`src/hw/rtl/efl_pkg.sv`:
```
// shared types and constants for the erase-on-full entry log
package efl_pkg;

    localparam int SLOTS   = 128;
    localparam int ADDR_W  = $clog2(SLOTS);
    localparam int PTR_W   = $clog2(SLOTS + 1);
    localparam int HALF_W  = 64;
    localparam int ENTRY_W = 2 * HALF_W;
    localparam int INDEX_W = 7;
    localparam int COUNT_W = 8;

    localparam logic [ADDR_W-1:0] LAST_SLOT = ADDR_W'(SLOTS - 1);
    localparam logic [PTR_W-1:0]  FULL_PTR  = PTR_W'(SLOTS);

    typedef enum logic [1:0] {
        OP_APPEND  = 2'd0,
        OP_READ    = 2'd1,
        OP_CLEAR   = 2'd2,
        OP_RECOVER = 2'd3
    } op_t;

    typedef enum logic [1:0] {
        ST_IDLE,
        ST_READ,
        ST_SCAN
    } state_t;

    typedef struct packed {
        op_t                op;
        logic [HALF_W-1:0]  entry_low;
        logic [HALF_W-1:0]  entry_high;
        logic [INDEX_W-1:0] read_index;
    } cmd_t;

    typedef struct packed {
        logic [HALF_W-1:0]  data_low;
        logic [HALF_W-1:0]  data_high;
        logic               read_valid;
        logic [COUNT_W-1:0] entry_count;
    } res_t;

    typedef struct packed {
        logic              clr_all;
        logic              set_en;
        logic [ADDR_W-1:0] set_addr;
        logic [ADDR_W-1:0] rd_addr;
    } vctl_t;

endpackage

```
`src/hw/rtl/efl_valid.sv`:
```
// per-slot written flags with one-shot erase and registered lookup
module efl_valid
    import efl_pkg::*;
(
    input  logic  clk,
    input  logic  rst_n,
    input  vctl_t ctl,
    output logic  rd_valid
);

    logic [SLOTS-1:0] valid_reg;
    logic [SLOTS-1:0] valid_next;
    logic             rd_valid_reg;

    always_comb
    begin
        valid_next = ctl.clr_all ? '0 : valid_reg;
        if (ctl.set_en)
        begin
            valid_next[ctl.set_addr] = 1'b1;
        end
    end

    always_ff @(posedge clk or negedge rst_n)
    begin
        if (!rst_n)
        begin
            valid_reg    <= '0;
            rd_valid_reg <= 1'b0;
        end
        else
        begin
            valid_reg    <= valid_next;
            rd_valid_reg <= valid_reg[ctl.rd_addr];
        end
    end

    assign rd_valid = rd_valid_reg;

endmodule

```
`config.mk`:
```
export PLATFORM = sky130hd
export DESIGN_NAME = efl_valid
export DESIGN_NICKNAME = d
export VERILOG_FILES = /design/src/hw/rtl/efl_pkg.sv /design/src/hw/rtl/efl_valid.sv
export SDC_FILE = /design/constraint.sdc
export NUM_CORES = 1
export LEC_CHECK = 0
export CORE_ASPECT_RATIO = 0.75
export CORE_MARGIN = 4
export CORE_UTILIZATION = 60
export CTS_CLUSTER_DIAMETER = 120
export DETAILED_ROUTE_END_ITERATION = 8
export DONT_BUFFER_PORTS = 1
export GPL_ROUTABILITY_DRIVEN = 0
export GPL_TIMING_DRIVEN = 0
export PLACE_DENSITY = 0.76
export SLEW_MARGIN = 20
export SYNTH_ARGS = -nofsm -noshare
export SYNTH_HDL_FRONTEND = slang
export SYNTH_SLANG_ARGS = --single-unit
```
`constraint.sdc`:
```
create_clock -name clk -period 3.9 [get_ports clk]
set_clock_uncertainty 0.05 [all_clocks]
set_input_delay 0 -clock clk [delete_from_list [all_inputs] [get_ports clk]]
set_output_delay 0 -clock clk [all_outputs]
set_load 0.1 [all_outputs]
```
# Yosys cells after proc, flatten, opt, wreduce, memory -nomap -nowiden
# Cells that the tools add are included.
[op_classes]
order_cmp = 3
n_mux = 6
n_bitwise = 1
n_reduce_logical = 1
[ops]
columns = ["cell", "n"]
rows = [
  ["2-to-1 mux 128 bit", 2],
  ["bitwise OR 128 bit", 1],
  ["less-than comparator 7 x 8 -> 1 bit, second input constant", 2],
  ["binary-select mux 1 bit (select 7 bit)", 1],
  ["demux 1 bit (select 7 bit)", 1],
  [">= comparator 7 x 1 -> 1 bit, second input constant", 1],
  ["2-to-1 mux 1 bit", 2],
  ["logical AND 1 bit", 1],
]
[word_totals]
regBits = 129
input_bits = 18
output_inout_bits = 1

# Logic depth before layout (Yosys ltp)
# Gate-level depths: netlist of run 1.
[logic_depth]
ltp_word = 6
depth_mapped = 8
ltp_nobuf = 5

# Least setup slack after synthesis of run 1
# No wires, ideal clock.
[synth_timing]
kind = "flip-flop to flip-flop"
startpoint = "reg valid_reg[3]"
endpoint = "reg rd_valid_reg (netlist: rd_valid)"
setup_ns = 0.134
t_arrival_ns = 1.545
required_ns = 3.716
path_slack_ns = 2.170
path_stages_with_launch = 5
path_buffers = 0
cell_sequence = "dfrtp_1 mux4_1 mux4_2 a32oi_1 nand4_1"
[synth_between]
elab_chain_cells = 2
[synth_lines]
columns = ["item", "line_no", "rtl"]
rows = [
  ["start: declaration", "efl_valid.sv:11", "logic [SLOTS-1:0] valid_reg;"],
  ["start signal: assignment", "efl_valid.sv:33", "valid_reg <= valid_next;"],
  ["binary-select mux 1 bit (select 7 bit)", "efl_valid.sv:34", "rd_valid_reg <= valid_reg[ctl.rd_addr];"],
  ["2-to-1 mux 1 bit (implied by the code)", "efl_valid.sv:34", ""],
  ["end signal: assignment", "efl_valid.sv:34", ""],
  ["end: declaration", "efl_valid.sv:13", "logic rd_valid_reg;"],
]
# Every way passes these cells. The select of a mux whose other input is x is not followed.

# Worst setup path in the final report of run 1
[layout_timing]
startpoint = "reg valid_reg[122]"
endpoint = "reg rd_valid_reg (netlist: rd_valid)"
# Same word-level chain as after synthesis.

==> results.json, run 1 <==
{
  "clock_sinks": 129,
  "port_buffers": 0,
  "diodes": 0,
  "num_vias": 4718,
  "cp-end-kind": "register",
  "die_area_um2": 11500,
  "maxCapViolations": 0,
  "ys_types": 33,
  "p_per_area_nw_per_um2": 473,
  "synthTopCellsByArea": "dfrtp_1 55%, o22ai_1 14%, mux4_2 9.9%",
  "r2r-end": "rd_valid",
  "avgSynthCellArea_um2": 11.1,
  "finalHoldViolations": 0,
  "grt_max_degree": 130,
  "r2r_slack_ns": 1.07,
  "via_per_inst": 6.61,
  "grt_usage_pct": 32.6,
  "cts_max_path_buffers": 2,
  "placedCellCount": 667,
  "synth_nets": 553,
  "synth_seq_cells": 129,
  "cts_max_level": 4,
  "cts_resized": 0,
  "drv_slew": 0,
  "post-route-min-period_ns": 2.83,
  "dp_hpwl_um": 10700,
  "p_total_uw": 3250,
  "antenna_found_initial": 0,
  "drc": 0,
  "tightest_slew_ns": 0.861,
  "cts_tree": "yes",
  "final.fill_count": 708,
  "final_cells": 714,
  "clkTransAtPathRegs_ns": 0.06,
  "hold_path_class": "input pin to register",
  "cts_setup_buffers": 0,
  "setup_violations": 0,
  "cp-start-kind": "register",
  "antenna_left": 0,
  "crit_fanout": 2,
  "synthArstFlopShare_pct": 100,
  "wl_um": 17400,
  "fin_nets": 587,
  "rsz0062_at_grt": "false",
  "drt-initial-drc-count": 708,
  "post-route-period-util_pct": 72.6,
  "fin_setup_tns_ns": 0,
  "ys_seq_area_share_pct": 54.6,
  "core_area_um2": 9620,
  "synth_commonest_cells": "129 x dfrtp_1, 129 x inv_1, 128 x o22ai_1",
  "worstPathArrival_ns": 3.08,
  "p_leak_uw": 0.00280,
  "start_util_pct": 61.5,
  "rr_startpoint": "valid_reg[122]",
  "finish.utilization_pct": 71.4,
  "drtPass1Iterations": 8,
  "wl_per_cell_um": 24.3,
  "fp.dieH_um": 94,
  "cts-root-buf": "clkbuf_16",
  "largest_register_ffs": 128,
  "synth_top_area_cell": "dfrtp_1",
  "rows": 31,
  "clock_latency_ns": 0.42,
  "numCtsBuffers": 17,
  "syn_inst": 535,
  "max_freq_mhz": 353,
  "yosysTopAreaCellShare_pct": 54.6,
  "worstHoldPathCells": 3,
  "vdd_drop_max_v": 0.000450,
  "overflow": 0,
  "area_growth_syn_to_layout_pct": 16.1,
  "worstHoldStart": "ctl[8]",
  "hold_path_end": "valid_reg[109]",
  "regArea_um2": 3230,
  "yosys_warnings": 0,
  "r2r_cells": 7,
  "die_w_um": 123,
  "synth_ff_type": "dfrtp_1",
  "maxSlewHeadroom_pct": 42.6,
  "synth_edf_count": 0,
  "worstPathRequired_ns": 4.15,
  "grt_pass1_vias": 4997,
  "drive_gt1_share_pct": 11.7,
  "multi_input_area_um2": 2050,
  "grt_pass1_wl_um": 27100,
  "ios": 19,
  "status": "completed",
  "syn-cell-area_um2": 5920,
  "critPathKind": "register to register"
}
layout make-up:
cell class                 instances  share of cell area [%]
tap                              132                    2.40
multi-input combinational        241                    29.8
inverter                         129                    7.05
timing repair buffer              15                    2.44
sequential                       129                    47.0
clock buffer                      21                    6.70
clock inverter                    11                    2.33
buffer                            36                    2.29
cell usage in the layout, fill, tap and decap left out, types with 2 or more instances in the layout:
cell / instances
inv_1: 129
dfrtp_1: 129
o22ai_1: 128
clkbuf_1: 28
mux4_2: 26
nand2_1: 18
clkbuf_16: 17
dlygate4sd3_1: 14
nand3_1: 13
nor2b_1: 9
mux4_1: 7
mux2i_1: 7
nor2_1: 6
buf_2: 6
clkinv_2: 5
bufinv_16: 4
nand2b_1: 3
nand4_1: 3
o32ai_1: 2
buf_4: 2
a21oi_1: 2
o211ai_1: 2
nor3b_1: 2
nor3_1: 2
clkinvlp_4: 2
clkbuf_8: 2
metrics by stage:
step,setup slack (ns),hold WS (ns),cell area (um2)
CTS,1.11,0.0439,6870
global route,0.987,0.0953,6870
finish,1.07,0.0701,6870
detailed placement,1.86,-0.341,6080
global placement,1.94,-0.340,6080
floorplan,2.17,-0.346,5920
kinds of logic (layout without fill, tap and decap cells):
family,count (synthesis),in the layout,synth area share [%]
buffers and inverters,165,212,10.8
AND/OR/NAND/NOR,62,62,5.46
flip-flops,129,129,54.6
multiplexers,40,40,14.2
AO/OA/AOI/OAI,139,139,15.0
where the power goes:
group	internal (uW)	total [uW]	switching [uW]	leakage [uW]
clock	1100	1680	586	0.000303
sequential	1350	1360	14.7	0.00180
combinational	60.5	205	144	0.000697
worst max path at each step:
stage	to	cells past startpoint	from
final	rd_valid	7	valid_reg[122]
after global routing	rd_valid	7	valid_reg[122]
after CTS	rd_valid	7	valid_reg[124]
after detailed placement	rd_valid	8	ctl[0]
after global placement	rd_valid	7	ctl[2]
after floorplan	rd_valid	4	valid_reg[3]
metal layers:
| metal | share of wire (%) | track usage, % | vias to the layer above |
|---|---|---|---|
| met5 | 0 | 0 | - |
| met4 | 3.8 | 14.9 | 0 |
| met3 | 12 | 11.6 | 66 |
| met2 | 45 | 48.0 | 323 |
| met1 | 39 | 43.8 | 2361 |
| li1 | - | - | 1968 |
worst max-delay path: stages (launching register included):
cell and delay, ns:
dfrtp_1 0.37, mux4_1 0.55, mux2i_1 0.30, nand3_1 0.13, nand3_1 0.08, dlygate4sd3_1 0.54
nand4_1 0.10, dlygate4sd3_1 0.59
timing repair:
action	in CTS	in global routing
hold buffers	15	0
endpoints found under the hold margin	219	0
endpoints found under the setup margin	0	0
Note: power is estimated with default switching activity, not from simulation.
==> run 2: changes to the inputs <==
--- a/config.mk
+++ b/config.mk
@@ -7,13 +7,13 @@
 export LEC_CHECK = 0
 export CORE_ASPECT_RATIO = 0.75
 export CORE_MARGIN = 4
-export CORE_UTILIZATION = 60
+export CORE_UTILIZATION = 57
 export CTS_CLUSTER_DIAMETER = 120
 export DETAILED_ROUTE_END_ITERATION = 8
 export DONT_BUFFER_PORTS = 1
 export GPL_ROUTABILITY_DRIVEN = 0
 export GPL_TIMING_DRIVEN = 0
-export PLACE_DENSITY = 0.76
+export PLACE_DENSITY = 0.75
 export SLEW_MARGIN = 20
 export SYNTH_ARGS = -nofsm -noshare
 export SYNTH_HDL_FRONTEND = slang
==> constraint.sdc (replaced) <==
create_clock -name clk -period 2.5 [get_ports clk]
set_clock_uncertainty 0.05 [all_clocks]
set_input_delay 0 -clock clk [delete_from_list [all_inputs] [get_ports clk]]
set_output_delay 0 -clock clk [all_outputs]
set_load 0.1 [all_outputs]
==> results.json, run 2 (synthesis gave the netlist of run 1 again) <==
{
  "status": "finished, violations left",
  "violations": "negative hold slack",
  "via_per_inst": 6.57,
  "post-route-period-util_pct": 92.2,
  "drv_slew": 0,
  "diodes": 0,
  "p_leak_uw": 0.00279,
  "tightest_slew_ns": 0.908,
  "hold_path_class": "input pin to async pin",
  "critPathMaxStageDelay_ns": 0.55,
  "area_growth_syn_to_layout_pct": 16.3,
  "cp-start-kind": "register",
  "rows": 31,
  "grt_pass1_wl_um": 27300,
  "placedCellCount": 667,
  "drt-initial-drc-count": 681,
  "worst-path-stages": 6,
  "clock_latency_ns": 0.42,
  "cp_top_family": "multiplexers",
  "port_buffers": 0,
  "max_freq_mhz": 434,
  "grt_max_degree": 130,
  "drc": 0,
  "ios": 19,
  "worstPathRequired_ns": 2.72,
  "maxSlewHeadroom_pct": 39.4,
  "cp_num_buf_inv": 1,
  "cp-end-kind": "register",
  "maxCapViolations": 0,
  "drive_gt1_share_pct": 11.5,
  "worstPathCellList": "mux4_1 -> mux2i_1 -> a221oi_1 -> nand3_1 -> dlygate4sd3_1 -> nand4_1",
  "critPathKind": "register to register",
  "fp.dieH_um": 96.2,
  "post-route-min-period_ns": 2.31,
  "cts_hold_buf": 16,
  "grt_pass1_vias": 4837,
  "start_util_pct": 59.8,
  "final_cells": 714,
  "cts_max_level": 4,
  "fin_setup_tns_ns": 0,
  "final_cell_mix": "129 x inv_1, 129 x dfrtp_1, 128 x o22ai_1",
  "final.fill_count": 699,
  "grt_usage_pct": 30.9,
  "finalHoldViolations": 129,
  "cts_setup_buffers": 0,
  "antenna_found_initial": 0,
  "antenna_left": 0,
  "r2r_cells": 6,
  "fin_nets": 588,
  "dp_hpwl_um": 10800,
  "cts_tree": "yes",
  "overflow": 0,
  "wl_um": 17700,
  "cts-root-buf": "clkbuf_16",
  "worstPathArrival_ns": 2.53,
  "rsz0062_at_grt": "false",
  "cpMaxStageDelayCell": "dlygate4sd3_1",
  "cts_resized": 0,
  "largest_register_ffs": 128,
  "design_area_um2": 6880,
  "core_area_um2": 9890,
  "numCtsBuffers": 17,
  "die_area_um2": 12100,
  "die_w_um": 126,
  "setup_violations": 0,
  "holdWs_ns": -0.776,
  "drtPass1Iterations": 6,
  "num_vias": 4694,
  "vdd_drop_max_v": 0.000598,
  "cts_max_path_buffers": 2,
  "p_per_area_nw_per_um2": 745,
  "postPlaceCellArea_um2": 6080,
  "p_total_uw": 5120,
  "crit_fanout": 2,
  "clock_sinks": 129,
  "wl_per_cell_um": 24.8,
  "clkTransAtPathRegs_ns": 0.06
}
==> run 2: per-layer routing <==
| metal | track usage, % | up-vias | part of all wire, % |
|---|---|---|---|
| met1 | 40.3 | 2366 | 40 |
| li1 | - | 1980 | - |
| met5 | 0 | - | 0 |
| met3 | 13.7 | 45 | 13 |
| met2 | 46.7 | 303 | 45 |
| met4 | 10.9 | 0 | 2.2 |
==> run 2: through the flow <==
stage | setup slack [ns] | util, %
2_1_floorplan | 0.770 | -
3_3_place_gp | 0.504 | 61.5
3_5_place_dp | 0.471 | 61.5
4_1_cts | 0.244 | 69.6
5_1_grt | 0.131 | 69.6
6_report | 0.195 | 69.6
==> run 2: area by class of cell <==
| cell class | instances | area (um2) | area share, % |
|---|---|---|---|
| Inverter | 129 | 484 | 7.04 |
| Clock inverter | 13 | 211 | 3.07 |
| Timing Repair Buffer | 16 | 160 | 2.33 |
| Tap cell | 132 | 165 | 2.40 |
| Sequential cell | 129 | 3230 | 46.9 |
| Clock buffer | 18 | 429 | 6.24 |
| Multi-Input combinational cell | 241 | 2050 | 29.7 |
| Buffer | 36 | 158 | 2.29 |
==> run 2: worst paths after layout <==
path | slack (ns) | start | end
min reg2reg | 0.48 | valid_reg[2] | valid_reg[2]
min | -0.78 | rst_n | valid_reg[40]
max in group asynchronous | 2.90 | rst_n | valid_reg[94]
max reg2reg | 0.19 | valid_reg[99] | rd_valid
min in group clk | 0.03 | ctl[14] | valid_reg[85]
max | 0.19 | valid_reg[99] | rd_valid
==> run 2: where the power goes <==
group | switching (uW) | total (uW) | internal [uW]
Clock | 951 | 2720 | 1770
Combinational | 189 | 280 | 90.4
Sequential | 22.9 | 2130 | 2110
