**config.mk**
```make
export PLATFORM = sky130hd
export DESIGN_NAME = efl_ram
export DESIGN_NICKNAME = d
export VERILOG_FILES = /design/src/hw/rtl/efl_ram.sv
export SDC_FILE = /design/constraint.sdc
export NUM_CORES = 1
export LEC_CHECK = 0
export BUFFER_PORTS_ARGS = -buffer_cell sky130_fd_sc_hd__clkbuf_2
export CORE_MARGIN = 5
export CORE_UTILIZATION = 45
export CTS_BUF_LIST = sky130_fd_sc_hd__clkbuf_4
export CTS_CLUSTER_DIAMETER = 40
export CTS_CLUSTER_SIZE = 14
export DETAILED_ROUTE_END_ITERATION = 8
export HOLD_SLACK_MARGIN = 0.06
export PLACE_DENSITY = 0.69
export SLEW_MARGIN = 30
export SYNTH_ARGS = -nofsm -noshare
export SYNTH_HDL_FRONTEND = slang
export SYNTH_SLANG_ARGS = --single-unit
```
**constraint.sdc**
```tcl
create_clock -name clk -period 4.6 [get_ports clk]
set_input_delay 0 -clock clk [delete_from_list [all_inputs] [get_ports clk]]
set_output_delay 0 -clock clk [all_outputs]
set_load 0.005 [all_outputs]
```
**src/hw/rtl/efl_ram.sv**
```systemverilog
// generic simple dual-port ram with registered read
module efl_ram #(
    parameter int WIDTH = 8,
    parameter int DEPTH = 16
) (
    input  logic                     clk,
    input  logic                     we,
    input  logic [$clog2(DEPTH)-1:0] waddr,
    input  logic [WIDTH-1:0]         wdata,
    input  logic [$clog2(DEPTH)-1:0] raddr,
    output logic [WIDTH-1:0]         rdata
);

    logic [WIDTH-1:0] mem [DEPTH];
    logic [WIDTH-1:0] rdata_reg;

    always_ff @(posedge clk)
    begin
        if (we)
        begin
            mem[waddr] <= wdata;
        end
        rdata_reg <= mem[raddr];
    end

    assign rdata = rdata_reg;

endmodule

```
# Word level (Yosys, flattened, before mapping)
# Memory sizes are Yosys's and may differ from the RTL's. A register that Yosys moved wholly into a read port is not among the register bits.
# Cells that the tools add are included.
[word_totals]
regBits = 0
latchBits = 0
ram_bits = 128
rom_bits = 0
input_bits = 18
out_inout_bits = 8
elab_cells = 3
memories = 1
[classes]
addsub = 0
n_mul = 0
n_div = 0
n_lt_le_gt_ge = 0
eq_ne = 0
shifts = 0
muxes = 2
bitwise = 0
reduce_logical = 0
[memory_table]
columns = ["memory", "words", "word_bits", "rd", "rd_clocked_by_memory_dff", "write_ports", "line_no", "source"]
rows = [
  ["mem", 16, 8, 1, 1, 1, "14", "logic [WIDTH-1:0] mem [DEPTH];"],
]
[ops]
columns = ["operator", "n"]
rows = [
  ["1-bit two-way mux", 2],
]

# Logic depth before layout (Yosys ltp)
# Gate-level depths: netlist of run 1.
[logic_depth]
ltp_word = 2
ltp_mapped = 5
mapped_depth_nobuf = 3

# Worst setup path after synthesis of run 1
# Ideal clock, no wire load.
[synth_timing]
path_kind = "input -> register"
start = "input waddr[2]"
end = "memory mem[0][0] (enable)"
setup_time_ns = 0.383
arrival_time_ns = 1.110
required_time_ns = 4.217
slack_ns = 3.107
cell_stages = 2
path_buffers = 0
path_cell_list = "or3b_2 nor3_1"
[synth_rtl]
columns = ["element", "line_no", "source"]
rows = [
  ["start, declared", "8", "input logic [$clog2(DEPTH)-1:0] waddr,"],
  ["end, declared", "14", ""],
]
# No word-level cell before the write port.

==> summary.txt, run 1 <==
final count of hold timing violations -> 0
Period minus WS final -> 1.54 ns
root buffer cell -> clkbuf_4
Post-Syn Area -> 0.00515 mm²
Post-Synthesis Cells -> 229
initial core utilization -> 45.5%
fin. max-slew vios -> 0
I/O pins -> 26
Reg2Reg Setup Slack -> 3.21 ns
Max IR drop VDD -> 0.166 mV
postcts setup bufs -> 0
Die X -> 117 µm
CP Data Required Time -> 5.08 ns
crit end category -> register
CP peak stage delay -> 0.73 ns
syn_area_per_cell -> 22.5 µm²
H-tree depth -> 4
Worst Path Buf+Inv -> 3
antenna viol nets, final -> 0
power per cell area -> 404 mW/mm²
CTS clk-pin slew, worst paths -> 0.11 ns
vias in the first global route -> 2488
DR iter-0 viols -> 334
Max-Cap Viols -> 0
total grt overflow -> 0
placed cells -> 392
yosys warns -> 0
Yosys reg bits -> 136
max reg flops -> 128
Top delay family on crit path -> buffers and inverters
worst setup path class -> in2reg
Cell Chain, Critical Path -> dlygate4sd3_1, clkbuf_2, nor2_1, dlygate4sd3_1, a22oi_1, nand2_1
most frequent cells in the layout -> edfxtp_1 (128), clkbuf_2 (25), mux4_2 (18), clkbuf_4 (18), a22oi_1 (16)
clk_skew -> 0.0113 ns
Most common cell on crit path -> dlygate4sd3_1
global-route wire length before repair -> 15000 µm
Tot GR Track Use -> 15.9%
share of layout cells above drive strength 1 -> 27.8%
Peak Freq -> 650 MHz
slowest cell on the critical path -> dlygate4sd3_1
final setup violation count -> 0
global placement routability congestion -> 0.727
DRT Wirelength -> 9810 µm
worst slew pin tran -> 0.886 ns
Die Span Y -> 117 µm
Critical Path Source Type -> input pin
setup_tns -> 0 ns
TritonCTS clock tree -> done
first-pass iteration count of the detailed router -> 5
antenna violations before repair -> 0
worst min path class -> in2reg
Netlist cell types -> 19
Area Overhead vs Synth -> 14.0%
Vias -> 2439
syn nets -> 247
status -> finished clean
# diodes -> 0
drt wl/cell -> 22.4 µm
die area -> 0.0137 mm²
final cell count without fillers -> 438
Via-to-Cell Ratio -> 5.57
FP Rows -> 39
core area -> 0.0113 mm²
worst skew pair latency -> 0.53 ns
I/O Buffers -> 25
Crit Path Max Fanout -> 6
Leakage -> 1.95 nW
final net count -> 300
CTS Buf Count -> 17
crit path DAT -> 2.01 ns
sequential area share after synthesis -> 77.8%
final period utilization -> 33.4%
largest net degree at the start of global routing -> 33
slew margin rel. -> 40.7%
RSZ-0062 raised after global routing -> false
DP Wirelength -> 5980 µm
drc violations -> 0
most common cell after layout, fill and taps aside -> edfxtp_1
Max clock buf depth -> 2
CTS sink cnt -> 136
==> routing by layer <==
metal	global-route usage [%]	wire length (µm)	up-vias
met4	6.04	215	0
met2	24.0	4620	101
met3	6.02	685	17
met1	21.2	4290	1241
met5	0	0	-
li1	-	-	1080
==> area by class of cell <==
cell class,count,area (µm²)
Sequential cell,136,4000
Fill cell,867,5460
Clock buffer,18,135
Timing Repair Buffer,44,303
Tap cell,143,179
Clock inverter,14,183
Multi-Input combinational cell,83,1060
==> repair_timing <==
action	4_1_cts	5_1_grt
resized for setup	0	0
endpoints found under the hold margin	166	0
hold buffers	14	0
==> logic make-up (layout without fill, tap and decap cells) <==
group,count (synthesis),count (layout),synth area share (%)
muxes,32,32,15.0
buffers and inverters,10,76,1.68
DFF,136,136,77.8
and+or+nand+nor,35,35,3.18
AOI/OAI and AO/OA,16,16,2.33
==> power by group <==
part	leakage [nW]	switching (W)	internal, W
Clock	0.161	0.000416	0.000431
Combinational	0.562	0.0000720	0.0000576
Sequential	1.22	0.00000867	0.00138
Total	1.95	0.000497	0.00187
==> final timing paths <==
check	from	to	cells past startpoint
worst min register to register	mem[15][3]	rdata[3]	3
worst max-delay path	raddr[2]	rdata[5]	6
worst max register to register	mem[0][1]	rdata[1]	3
worst min-delay path	we	mem[15][2]	3
==> cells in the mapped netlist <==
library cell	n	area, µm²
nand3b_1	2	15.0
nand3_1	1	5.00
nor2_1	13	48.8
and2_1	1	6.26
mux4_2	18	405
nand2_1	9	33.8
buf_4	1	7.51
nor2b_1	1	6.26
nand2b_1	2	12.5
buf_2	3	15.0
or3b_2	1	8.76
clkdlybuf4s25_2	3	30.0
edfxtp_1	128	3840
and2b_1	1	7.51
a22oi_1	16	120
nor3_1	4	20.0
dfxtp_1	8	160
buf_6	3	33.8
mux4_1	14	368
==> tightest hold or removal path: stages <==
cell and delay, ns:
clkbuf_2 0.12, nand3_1 0.17, nor2_2 0.16
==> metrics by stage <==
stage / worst slack [ns] / power (W) / cell area [µm²] / util, % / hold slack (ns)
5_1_grt: 3.02 / 0.00246 / 5870 / 51.8 / 0.0839
3_3_place_gp: 2.85 / 0.00154 / 5400 / 47.7 / 0.378
6_report: 3.06 / 0.00237 / 5870 / 51.8 / 0.120
4_1_cts: 3.09 / 0.00239 / 5860 / 51.8 / 0.0790
3_5_place_dp: 2.83 / 0.00154 / 5400 / 47.7 / 0.375
2_1_floorplan: 3.11 / 0.00149 / 5150 / - / 0.0989
(Power assumes the default switching activity.)
==> run 2, diff against run 1 <==
PLACE_DENSITY = 0.71   (was 0.69)
clock period = 1.3 ns   (was 4.6 ns; I/O delays follow)
==> run 2 against run 1 <==
Compared with the run above:
- the flow now finishes with violations (setup timing)
- largest power group unchanged
- sequential share of layout area shrank 2.6 points
- clock skew up 0.0067 ns
- global-route usage shrank 0.79 points
- sequential power rose to 3.5 times the previous value
- critical path depth is 3 lower
- clock power rose to 3.5 times the previous value
- highest routed layer unchanged
- non-clock buffer count up 23
- via count grew 2.5%
- combinational power grew to 4.0 times the previous value
==> summary.txt, run 2 (synthesized netlist as in run 1, its figures left out) <==
status -> complete, but fails checks
violations in the final reports -> setup timing
Vias -> 2501 (+2.5%)
I/O Buffers -> 25 (unchanged)
Finished Core Util -> 53.8% (+2.0 points)
DP Wirelength -> 6150 µm (+2.9%)
Setup WS pre-CTS -> -0.165 ns (-2.99 ns)
Max-Cap Viols -> 0 (unchanged)
Endpoint, Worst Hold -> mem[7][5]
worst slew pin tran -> 0.916 ns (+0.0302 ns)
most common cell after layout, fill and taps aside -> edfxtp_1
HP Start -> waddr[2]
vias in the first global route -> 2593 (+4.2%)
Area Overhead vs Synth -> 18.4%
Critical Path Source Type -> register
DR iter-0 viols -> 302 (-9.6%)
CP Data Required Time -> 1.71 ns (-3.37 ns)
most frequent cells in the layout -> edfxtp_1 (128), buf_4 (26), mux4_2 (25), clkbuf_2 (25), clkbuf_4 (18)
final count of hold timing violations -> 0 (unchanged)
Final WS setup -> -0.00300 ns (-3.07 ns)
crit path DAT -> 1.71 ns (-0.30 ns)
worst skew pair latency -> 0.51 ns (-0.02 ns)
drc violations -> 0 (unchanged)
max reg flops -> 128 (unchanged)
Via-to-Cell Ratio -> 5.43 (-2.6%)
Die X -> 117 µm (unchanged)
WHS -> 0.142 ns (+0.0214 ns)
Register-to-Register Path Depth -> 3 (unchanged)
RSZ-0062 raised after global routing -> true
root buffer cell -> clkbuf_4
Die Span Y -> 117 µm (unchanged)
slew margin rel. -> 38.7% (-2.0 points)
Peak Freq -> 767 MHz
core area -> 0.0113 mm² (unchanged)
crit end category -> register
global-route wire length before repair -> 14500 µm (-3.8%)
final period utilization -> 100%
antenna violations before repair -> 0 (unchanged)
DRT Wirelength -> 9440 µm (-3.7%)
Crit Path Max Fanout -> 1 (-5)
r2r endpoint -> rdata[1]
drt wl/cell -> 20.5 µm (-8.5%)
Tot Pwr -> 0.00842 W (+260%)
Period minus WS final -> 1.30 ns
CTS Buf Count -> 17 (unchanged)
# diodes -> 0 (unchanged)
initial core utilization -> 45.5% (unchanged)
fin. max-slew vios -> 0 (unchanged)
Leakage -> 2.06 nW (+5.7%)
H-tree depth -> 4 (unchanged)
first-pass iteration count of the detailed router -> 4 (-1)
die area -> 0.0137 mm² (unchanged)
share of layout cells above drive strength 1 -> 37.7% (+9.9 points)
antenna viol nets, final -> 0 (unchanged)
Tot GR Track Use -> 15.1% (-0.79 points)
Max clock buf depth -> 2 (unchanged)
I/O pins -> 26 (unchanged)
worst min path class -> in2reg
FP Rows -> 39 (unchanged)
final setup violation count -> 1 (+1)
Reg2Reg Setup Slack -> -0.003 ns (-3.21 ns)
power per cell area -> 1380 mW/mm² (+240%)
final net count -> 323 (+7.7%)
TritonCTS clock tree -> done
clk_skew -> 0.0181 ns (+0.00672 ns)
total grt overflow -> 0 (unchanged)
Max IR drop VDD -> 0.582 mV (+250%)
CTS clk-pin slew, worst paths -> 0.12 ns (about the same)
global placement routability congestion -> 0.714 (-1.8%)
CTS sink cnt -> 136 (unchanged)
fillers -> 874 (+0.81%)
Hold Path Cell Cnt -> 4 (+1)
FF-to-FF Start -> mem[2][1]
worst setup path class -> reg2reg
largest net degree at the start of global routing -> 23 (-30%)
==> run 2: cell types whose count changed in the layout (fill, tap and decap cells not counted), sizes merged <==
| cell | before | now |
|---|---|---|
| dlygate4sd3 | 14 | 12 |
| buf | 5 | 30 |
==> run 2: worst max path at each step <==
stage / start / endpoint
after global placement: raddr[0] / rdata[5]
final: mem[2][1] / rdata[1]
after floorplan: waddr[2] / mem[3][0]
after detailed placement: raddr[0] / rdata[5]
after CTS: mem[3][4] / rdata[4]
after global routing: mem[2][1] / rdata[1]
==> run 2: area by class of cell <==
cell class                 count  area (µm²)  share of cell area, %
sequential                   136        4000                   65.7
multi-input combinational     83        1080                   17.7
timing repair buffer          67         520                   8.54
clock inverter                14         181                   2.98
tap                          143         179                   2.94
clock buffer                  18         135                   2.22
==> run 2: power breakdown <==
part           switching (W)  total [W]  internal, W
logic               0.000273   0.000523     0.000250
clock network        0.00145    0.00297      0.00153
registers          0.0000263    0.00492      0.00489
==> run 2: repair_timing <==
item | 4_1_cts | 5_1_grt
endpoints found under the hold margin | 161 | 0
hold buffers | 12 | 0
pin swaps | 4 | 2
gates resized for setup | 9 | 6
setup buffers | 0 | 0
setup endpoints to repair | 6 | 8
==> run 2: critical path, stage by stage (launching register included) <==
cell and delay [ns]:
edfxtp_1 0.42, mux4_2 0.50, a22oi_2 0.21, nand2_1 0.08
==> run 2: through the flow <==
step	instance area [µm²]	instances	setup TNS, ns
6_report	6100	461	-0.00300
5_1_grt	6100	461	-0.196
4_1_cts	6100	461	0
3_5_place_dp	5650	417	-0.548
3_3_place_gp	5650	417	-0.515
2_1_floorplan	5150	229	0
==> run 2: layer usage <==
metal | global-route usage, % | wire length, µm | vias to the layer above
met5 | 0 | 0 | -
met4 | 4.51 | 26 | 0
met3 | 4.63 | 698 | 2
met2 | 23.7 | 4700 | 106
met1 | 20.7 | 4020 | 1271
li1 | - | - | 1122
==> run 3, diff against run 2 <==
CORE_ASPECT_RATIO = 1.1   (was unset)
SKIP_CTS_REPAIR_TIMING = 1   (was unset)
==> run 3 against run 2 <==
Compared with the run above:
- the run now ends clean
- global-route usage decreased by 0.12 points
- critical endpoint is now rdata[0]
- total power decreased by 2.4%
- setup slack better by 0.040 ns
- combinational power fell by 2%
- wire length decreased by 0.13%
- maximum frequency grew 3.1%
==> summary.txt, run 3 (synthesized netlist as in run 1, its figures left out) <==
crit end category -> register
Critical Path Source Type -> register
Vias -> 2459 (-1.7%)
CP Data Required Time -> 1.70 ns (about the same)
vias in the first global route -> 2523 (-2.7%)
power per cell area -> 1360 mW/mm² (-1.3%)
antenna violations before repair -> 1 (+1)
Die X -> 112 µm (-4.3%)
root buffer cell -> clkbuf_4
RSZ-0062 raised after global routing -> true
initial core utilization -> 45.4% (-0.065 points)
Worst Path Buf+Inv -> 0 (unchanged)
CTS sink cnt -> 136 (unchanged)
placed cells -> 421 (+0.96%)
first-pass iteration count of the detailed router -> 4 (unchanged)
drc violations -> 0 (unchanged)
DR iter-0 viols -> 153 (-49%)
core area -> 0.0113 mm² (+0.14%)
Leakage -> 2.01 nW (-2.1%)
Crit Path Max Fanout -> 1 (unchanged)
most frequent cells in the layout -> edfxtp_1 (128), mux4_2 (30), clkbuf_2 (25), buf_4 (23), clkbuf_4 (18)
die area -> 0.0137 mm² (about the same)
global placement routability congestion -> 0.749 (+4.8%)
crit path DAT -> 1.66 ns (-0.05 ns)
final count of hold timing violations -> 0 (unchanged)
Via-to-Cell Ratio -> 5.30 (-2.3%)
drt wl/cell -> 20.3 µm (-0.77%)
status -> finished clean
final period utilization -> 97.2% (-3.0 points)
setup_tns -> 0 ns (+0.00300 ns)
worst min path class -> in2reg
share of layout cells above drive strength 1 -> 39.6% (+1.9 points)
antenna viol nets, final -> 0 (unchanged)
most common cell after layout, fill and taps aside -> edfxtp_1
Tot GR Track Use -> 15.0% (-0.12 points)
slew margin rel. -> 33.1% (-5.6 points)
Area Overhead vs Synth -> 17.1%
worst skew pair latency -> 0.51 ns (about the same)
fillers -> 897 (+2.6%)
CTS Buf Count -> 17 (unchanged)
max reg flops -> 128 (unchanged)
CP peak stage delay -> 0.49 ns (about the same)
final setup violation count -> 0 (-1)
total grt overflow -> 0 (unchanged)
I/O pins -> 26 (unchanged)
DP Wirelength -> 6270 µm (+1.9%)
global-route wire length before repair -> 14600 µm (+0.95%)
Top delay family on crit path -> multiplexers
final cell count without fillers -> 464 (+0.65%)
DRT Wirelength -> 9430 µm (-0.13%)
FP Rows -> 41 (+5.1%)
TritonCTS clock tree -> done
Cell Chain, Critical Path -> mux4_2, a22oi_2, nand2_1
Max-Cap Viols -> 0 (unchanged)
H-tree depth -> 4 (unchanged)
final net count -> 318 (-1.5%)
worst slew pin tran -> 0.999 ns (+0.0832 ns)
I/O Buffers -> 25 (unchanged)
slowest cell on the critical path -> mux4_2
worst setup path class -> reg2reg
clk_skew -> 0.0105 ns (-0.00759 ns)
fin. max-slew vios -> 0 (unchanged)
Max IR drop VDD -> 0.459 mV (-21%)
Die Span Y -> 122 µm (+4.5%)
Peak Freq -> 792 MHz (+3.1%)
Max clock buf depth -> 2 (unchanged)
WHS -> 0.0870 ns (-0.0548 ns)
largest net degree at the start of global routing -> 19 (-17%)
Tot Pwr -> 0.00821 W (-2.4%)
CTS clk-pin slew, worst paths -> 0.11 ns (about the same)
Period minus WS final -> 1.26 ns (-0.0396 ns)
## run 3: changes by cell type in the layout (fill, tap and decap cells not counted)
cell / before / now
a22oi_1: 8 / 7
bufinv_16: 4 / 3
clkinvlp_4: 4 / 2
buf_4: 26 / 23
inv_6: 0 / 1
diode_2: 0 / 1
clkinv_1: 2 / 1
a22oi_2: 8 / 9
clkinv_2: 3 / 6
mux4_1: 7 / 2
dlygate4sd3_1: 12 / 10
mux4_2: 25 / 30
## run 3: tightest hold or removal path, delay by kind of cell
kind	cells	cell delay (ns)
buf+inv	1	0.10
compound gates	1	0.22
simple gates	2	0.24
## run 3: through the flow
stage                     util (%)  setup slack, ns  area, µm²
final                         53.2           0.0366       6030
after global routing          53.2          -0.0245       6030
after CTS                     52.2          -0.0397       5920
after detailed placement      49.7          -0.0994       5630
after global placement        49.7           -0.111       5630
after floorplan                  -           0.0339       5150
## run 3: worst paths after layout
path,start,endpoint,slack [ns],depth (start not counted)
max reg2reg,mem[11][0],rdata[0],0.04,3
max,mem[11][0],rdata[0],0.04,3
min,raddr[2],rdata[3],0.09,4
min reg2reg,mem[15][3],rdata[3],0.67,3
## run 3: where the power goes
group / internal, W / leakage [nW] / switching (W)
combinational: 0.000245 / 0.631 / 0.000270
sequential: 0.00489 / 1.22 / 0.0000288
clock: 0.00134 / 0.159 / 0.00144
## run 3: layer usage
layer,up-vias,global-route usage [%],wire (µm)
li1,1114,-,-
met1,1273,18.4,4040
met2,66,24.9,4870
met3,6,4.27,421
met4,0,6.99,96
met5,-,0,0
## run 3: area by class of cell
| cell class | count | area (µm²) | area share [%] |
|---|---|---|---|
| timing repair buffer | 62 | 478 | 7.93 |
| tap | 150 | 188 | 3.11 |
| multi-input combinational | 83 | 1060 | 17.6 |
| sequential | 136 | 4000 | 66.4 |
| antenna | 1 | 2.50 | 0.0415 |
| clock buffer | 18 | 135 | 2.24 |
| clock inverter | 14 | 156 | 2.60 |
